<file path="config.mk">
export PLATFORM = sky130hd
export DESIGN_NAME = int4_group_dequantizer
export DESIGN_NICKNAME = d
export VERILOG_FILES = /design/src/hdl/i4dq_pkg.sv /design/src/hdl/i4dq_lane.sv /design/src/hdl/int4_group_dequantizer.sv
export SDC_FILE = /design/constraint.sdc
export NUM_CORES = 2
export LEC_CHECK = 0
export ABC_AREA = 1
export BUFFER_PORTS_ARGS = -buffer_cell sky130_fd_sc_hd__buf_4
export CAP_MARGIN = 5
export CORE_ASPECT_RATIO = 1.75
export CORE_MARGIN = 5
export CORE_UTILIZATION = 55
export CTS_CLUSTER_SIZE = 12
export DETAILED_ROUTE_END_ITERATION = 16
export HOLD_SLACK_MARGIN = 0.02
export PLACE_DENSITY = 0.73
export SLEW_MARGIN = 10
export SYNTH_ARGS = -nofsm -noshare
export SYNTH_HDL_FRONTEND = slang
export SYNTH_HIERARCHICAL = 1
export SYNTH_SLANG_ARGS = --single-unit
</file>
<file path="constraint.sdc">
create_clock -name i_clk -period 23.3 [get_ports i_clk]
set_input_delay 0 -clock i_clk [delete_from_list [all_inputs] [get_ports i_clk]]
set_output_delay 0 -clock i_clk [all_outputs]
set_load 0.01 [all_outputs]
</file>
<file path="src/hdl/i4dq_pkg.sv">
// ----------------------------------------------------------------------------
// i4dq_pkg: shared types and constants for the int4 group dequantizer
// field widths, payload structs and the quiet nan pattern
// ----------------------------------------------------------------------------
`default_nettype none

package i4dq_pkg;

    localparam int unsigned CodesPerWord = 8;
    localparam int unsigned CodeWidth    = 4;
    localparam int unsigned HalfWidth    = 16;
    localparam int unsigned SingleWidth  = 32;
    localparam logic [31:0] QnanBits     = 32'h7FC0_0000;

    typedef struct packed {
        logic [31:0] weight_word;
        logic [3:0]  zero_code;
        logic [15:0] scale_bits;
    } t_in_item;

    typedef struct packed {
        logic [31:0] value_7;
        logic [31:0] value_6;
        logic [31:0] value_5;
        logic [31:0] value_4;
        logic [31:0] value_3;
        logic [31:0] value_2;
        logic [31:0] value_1;
        logic [31:0] value_0;
    } t_out_item;

    // decoded group scale shared by all eight lanes
    typedef struct packed {
        logic        nan_scale;
        logic        sgn;
        logic [10:0] sig;
        logic [5:0]  pow2_b;   // pow2 + 127 - 100, range 3..33
    } t_scale;

endpackage

`default_nettype wire

</file>
<file path="src/hdl/i4dq_lane.sv">
// ----------------------------------------------------------------------------
// i4dq_lane: one code to single precision
// factor times scale significand, leading-one search and packing
// ----------------------------------------------------------------------------
`default_nettype none

module i4dq_lane (
    input  wire logic [3:0]     i_code,
    input  wire logic [3:0]     i_zero,
    input  wire i4dq_pkg::t_scale i_scale,
    output logic [31:0]         o_value
);

    logic signed [5:0] f;
    logic [4:0]        mag;
    logic [15:0]       prod;
    logic [3:0]        top;
    logic [7:0]        bexp;
    logic [22:0]       man;
    logic              neg;
    logic [38:0]       shifted;

    always_comb begin
        f   = $signed({2'b00, i_code}) - $signed({2'b00, i_zero}) - 6'sd1;
        neg = i_scale.sgn ^ f[5];
        mag = f[5] ? 5'(-f) : f[4:0];
        prod = {11'd0, mag} * {5'd0, i_scale.sig};
        top = '0;
        for (int k = 1; k < 16; k++) begin
            if (prod[k]) begin
                top = 4'(k);
            end
        end
        bexp    = 8'(8'(top) + 8'(i_scale.pow2_b) + 8'd100);
        shifted = {23'd0, prod} << (5'd23 - 5'(top));
        man     = shifted[22:0];
        if (i_scale.nan_scale) begin
            o_value = i4dq_pkg::QnanBits;
        end else if (f == 6'sd0 || i_scale.sig == '0) begin
            o_value = '0;
        end else begin
            o_value = {neg, bexp, man};
        end
    end

endmodule

`default_nettype wire

</file>
<file path="src/hdl/int4_group_dequantizer.sv">
// ----------------------------------------------------------------------------
// int4_group_dequantizer: gptq-style int4 weight dequantization
// eight codes of one word times the group half scale, single-precision out
// ----------------------------------------------------------------------------
// channel  direction  handshake               payload
// in       input      i_valid / o_stall       i_item  (t_in_item)
// out      output     o_valid / i_stall       o_item  (t_out_item)
//
// one item per cycle while the output is not stalled; data passes the input and result register
// the only limit is the lane logic between the two registers
// synchronous active-low reset clears the valid flags only
// output stall propagates to input stall only when the result register is full
// and the input register is occupied as well
// ----------------------------------------------------------------------------
`default_nettype none

module int4_group_dequantizer (
    input  wire logic                i_clk,
    input  wire logic                i_rst_n,
    input  wire logic                i_valid,
    output logic                     o_stall,
    input  wire i4dq_pkg::t_in_item  i_item,
    output logic                     o_valid,
    input  wire logic                i_stall,
    output i4dq_pkg::t_out_item      o_item
);

    logic                r_in_valid;
    i4dq_pkg::t_in_item  r_in;
    logic                r_out_valid;
    i4dq_pkg::t_out_item r_out;
    i4dq_pkg::t_out_item n_out;
    i4dq_pkg::t_scale    scale;
    logic [4:0]          hexp;
    logic [31:0]         vals [8];
    logic                out_free;
    logic                in_free;

    assign out_free = !r_out_valid || !i_stall;
    assign in_free  = !r_in_valid || out_free;
    assign o_stall  = !in_free;
    assign o_valid  = r_out_valid;
    assign o_item   = r_out;

    always_comb begin
        hexp            = r_in.scale_bits[14:10];
        scale.nan_scale = (hexp == 5'h1F);
        scale.sgn       = r_in.scale_bits[15];
        scale.sig       = {(hexp != 5'd0), r_in.scale_bits[9:0]};
        // normal: hexp - 25 + 127 - 100; subnormal: -24 + 27
        scale.pow2_b    = (hexp == 5'd0) ? 6'd3 : 6'({1'b0, hexp} + 6'd2);
    end

    for (genvar g = 0; g < 8; g++) begin : g_lane
        i4dq_lane u_lane (
            .i_code  (r_in.weight_word[4*g +: 4]),
            .i_zero  (r_in.zero_code),
            .i_scale (scale),
            .o_value (vals[g])
        );
    end

    assign n_out = {vals[7], vals[6], vals[5], vals[4],
                    vals[3], vals[2], vals[1], vals[0]};

    always_ff @(posedge i_clk) begin
        if (!i_rst_n) begin
            r_in_valid  <= 1'b0;
            r_out_valid <= 1'b0;
        end else begin
            if (in_free) begin
                r_in_valid <= i_valid;
            end
            if (out_free) begin
                r_out_valid <= r_in_valid;
            end
        end
    end

    always_ff @(posedge i_clk) begin
        if (in_free && i_valid) begin
            r_in <= i_item;
        end
        if (out_free && r_in_valid) begin
            r_out <= n_out;
        end
    end

`ifndef ASSERT_OFF
    a_hold_out: assert property (@(posedge i_clk) disable iff (!i_rst_n)
        o_valid && i_stall |=> o_valid && $stable(o_item))
        else $error("result changed while stalled");
    a_stall_full: assert property (@(posedge i_clk) disable iff (!i_rst_n)
        o_stall |-> r_in_valid && r_out_valid)
        else $error("input stalled with free room");
    a_adv: assert property (@(posedge i_clk) disable iff (!i_rst_n)
        r_in_valid && !o_stall && !i_valid |=> r_out_valid)
        else $error("item lost between stages");
`endif

endmodule

`default_nettype wire

</file>
==> impl_metrics.env <==
export IMPL_status="complete, no violations"
export IMPL_fp_dieW_um=202
export IMPL_syn_avg_cell_area_sq_um=7.62
export IMPL_nNetsFinal=5602
export IMPL_start_util_pct=55.4
export IMPL_postPlaceCellArea_sq_um=38400
export IMPL_wirelength_um=93900
export IMPL_cts_buffer_depth=3
export IMPL_grt_antenna_before_repair=3
export IMPL_worstSetupPathType="reg2reg"
export IMPL_ys_warn_count=6
export IMPL_grt_pass1_vias=30900
export IMPL_ys_seq_elements=310
export IMPL_maxCapViolCount=0
export IMPL_numCtsBuffers=35
export IMPL_dp_hpwl_um=73700
export IMPL_grt_usage_pct=26.5
export IMPL_period_minus_slack_ns=9.19
export IMPL_worst_pin_slew_ns=0.989
export IMPL_antenna_left=0
export IMPL_coreArea_sq_um=64300
export IMPL_startpoint_type="flip-flop"
export IMPL_grt_setup_unrepaired="no"
export IMPL_max_freq_mhz=109
export IMPL_seq_area_frac_synth_pct=26.1
export IMPL_setup_tns_ns=0
export IMPL_drcViolationCount=0
export IMPL_chipHeight_um=347
export IMPL_synth_area_sq_um=35700
export IMPL_timing_final_crit_share_pct=39.5
export IMPL_clk_latency_ns=0.58
export IMPL_clock_sinks=310
export IMPL_drive_gt1_share_pct=12.4
export IMPL_slew_viol_final=0
export IMPL_drtIter0Drc=1683
export IMPL_grt_max_degree=68
export IMPL_final_seq_area_sq_um=9290
export IMPL_hold_viol=0
export IMPL_required_ns=23.59
export IMPL_arrival_ns=9.48
export IMPL_endpoint_kind="flip-flop"
export IMPL_cts_tree="done"
export IMPL_syn2layout_area_growth_pct=12.2
export IMPL_slowest_stage="xor2_1"
export IMPL_worst_hold_path_type="in2reg"
export IMPL_final_setup_viol_count=0
export IMPL_fin_area_sq_um=40000
export IMPL_fill_cells=5860
export IMPL_dr_pass1_iters=5
export IMPL_vias=31100
export IMPL_synth_top_cell_area_share_pct=25.9
export IMPL_synth_cells=4678
export IMPL_viasPerCell=5.33
export IMPL_synthFlopType="edfxtp_1"
export IMPL_path_max_fanout=14
export IMPL_core_rowCount=123
export IMPL_multi_input_area_sq_um=22300
export IMPL_cts_root_buf="clkbuf_16"
export IMPL_gp_congestion=0.957
export IMPL_slew_headroom_pct=33.9
export IMPL_grt_remaining_overflow=0
export IMPL_cts_setup_buffers=0
export IMPL_portBuffers=313
export IMPL_slowest_delay_ns=0.75
export IMPL_dieArea_sq_um=70200
export IMPL_io_pins=314
export IMPL_synth_top_area_cell="edfxtp_1"
export IMPL_synth_cell_types=57
export IMPL_async_flop_share_pct=0
export IMPL_wl_per_cell_um=16.1
export IMPL_htreeDepth=2
export IMPL_synth_area_top_cells="edfxtp_1 (26%), fa_1 (13%), nand2_1 (11%)"
export IMPL_synth_edf_count=308
export IMPL_fin_worst_skew_ns=0.0354
export IMPL_clkSlewWorstSetupHoldPaths_ns=0.07
export IMPL_grt_pass1_wl_um=152000
==> layer usage <==
metal / wire (um) / GRT usage (%) / vias up
met5: 11 / 0 / -
met4: 4790 / 11.9 / 2
met3: 5170 / 3.59 / 256
met2: 48300 / 49.7 / 933
met1: 35600 / 29.9 / 14500
li1: - / - / 15400
==> cells in the mapped netlist, drive strengths merged (40+ instances only) <==
cell and instances:
nand2 1100, inv 874, nor2 570, nand3 496, edfxtp 308, ha 305, fa 232, a21oi 152
o21ai 140, buf 110, xor2 80, nor3 46, clkbuf 40
==> cell type report <==
class                   instances  area share [%]
flip-flops and latches        310            23.2
clock inverters                15           0.422
clock buffers                  44            2.30
inverters                     874            8.21
multi-input cells            3400            55.7
diodes                          1         0.00626
well taps                     812            2.54
repair buffers                388            7.63
==> cell usage in the layout (no fill, tap or decap), types with 16 or more instances in the layout <==
cell           instances
nand3_1              485
edfxtp_1             308
o211ai_1              37
o31ai_1               19
a21oi_1              114
a21oi_2               33
xor2_1                63
nand2_2               36
dlygate4sd3_1         55
ha_1                 305
or2_2                 32
o21ai_0               61
nand2_1             1053
nor2_2                18
fa_1                 232
nor2_1               546
clkbuf_16             35
nor4_1                16
inv_2                 35
inv_1                838
conb_1                64
nand3b_1              20
xnor2_1               24
nor3_1                35
buf_4                333
o21ai_1               65
==> kinds of logic (layout without fill, tap and decap cells) <==
| group | Yosys count | count (layout) | synth area share [%] |
|---|---|---|---|
| AO/OA/AOI/OAI | 393 | 393 | 6.93 |
| flip-flops | 310 | 310 | 26.1 |
| AND/OR/NAND/NOR | 2301 | 2301 | 28.0 |
| other | 8 | 65 | 0.0842 |
| buffers and inverters | 1024 | 1321 | 12.1 |
| XOR/XNOR | 105 | 105 | 3.02 |
| adder cells (fa/ha/maj) | 537 | 537 | 23.7 |
==> registers in the layout (all words and copies together), names as in the netlist <==
signal,count
hexp,5
o_item,256
o_valid,1
r_in,47
r_in_valid,1
==> critical path, delay by kind of cell, from the launching register on <==
family / cells / cell delay (ns)
AOI/OAI and AO/OA: 5 / 0.83
DFF: 1 / 0.71
adders and majority gates: 9 / 3.66
and+or+nand+nor: 12 / 1.98
xor gates and xnor gates: 2 / 1.42
buffers and inverters: 5 / 0.28
==> stage by stage <==
stage	util [%]	hold WS (ns)	cells	setup WS, ns
2_1_floorplan	-	0.0989	4734	9.70
3_3_place_gp	59.6	0.179	5729	14.42
3_5_place_dp	59.6	0.179	5729	14.23
4_1_cts	62.2	0.103	5843	14.24
5_1_grt	62.2	0.135	5843	13.37
6_report	62.2	0.135	5844	14.11
==> worst paths after layout <==
| kind | from | to | slack [ns] | cells after the start |
|---|---|---|---|---|
| worst max-delay path | r_in[16] | o_item[62] | 14.11 | 33 |
| worst min-delay path | i_item[12] | hexp[2] | 0.13 | 2 |
| worst max register to register | r_in[16] | o_item[62] | 14.11 | 33 |
| worst min register to register | o_valid | o_valid | 0.54 | 2 |
==> repair_timing <==
item | CTS | global route
endpoints found under the hold margin | 75 | 0
hold buffers | 55 | 0
gates resized for setup | 0 | 0
endpoints found under the setup margin | 0 | 0
Power is left out: the tool's default activity adds up to more than one toggle a clock period on the data nets, which glitch-free logic cannot reach.
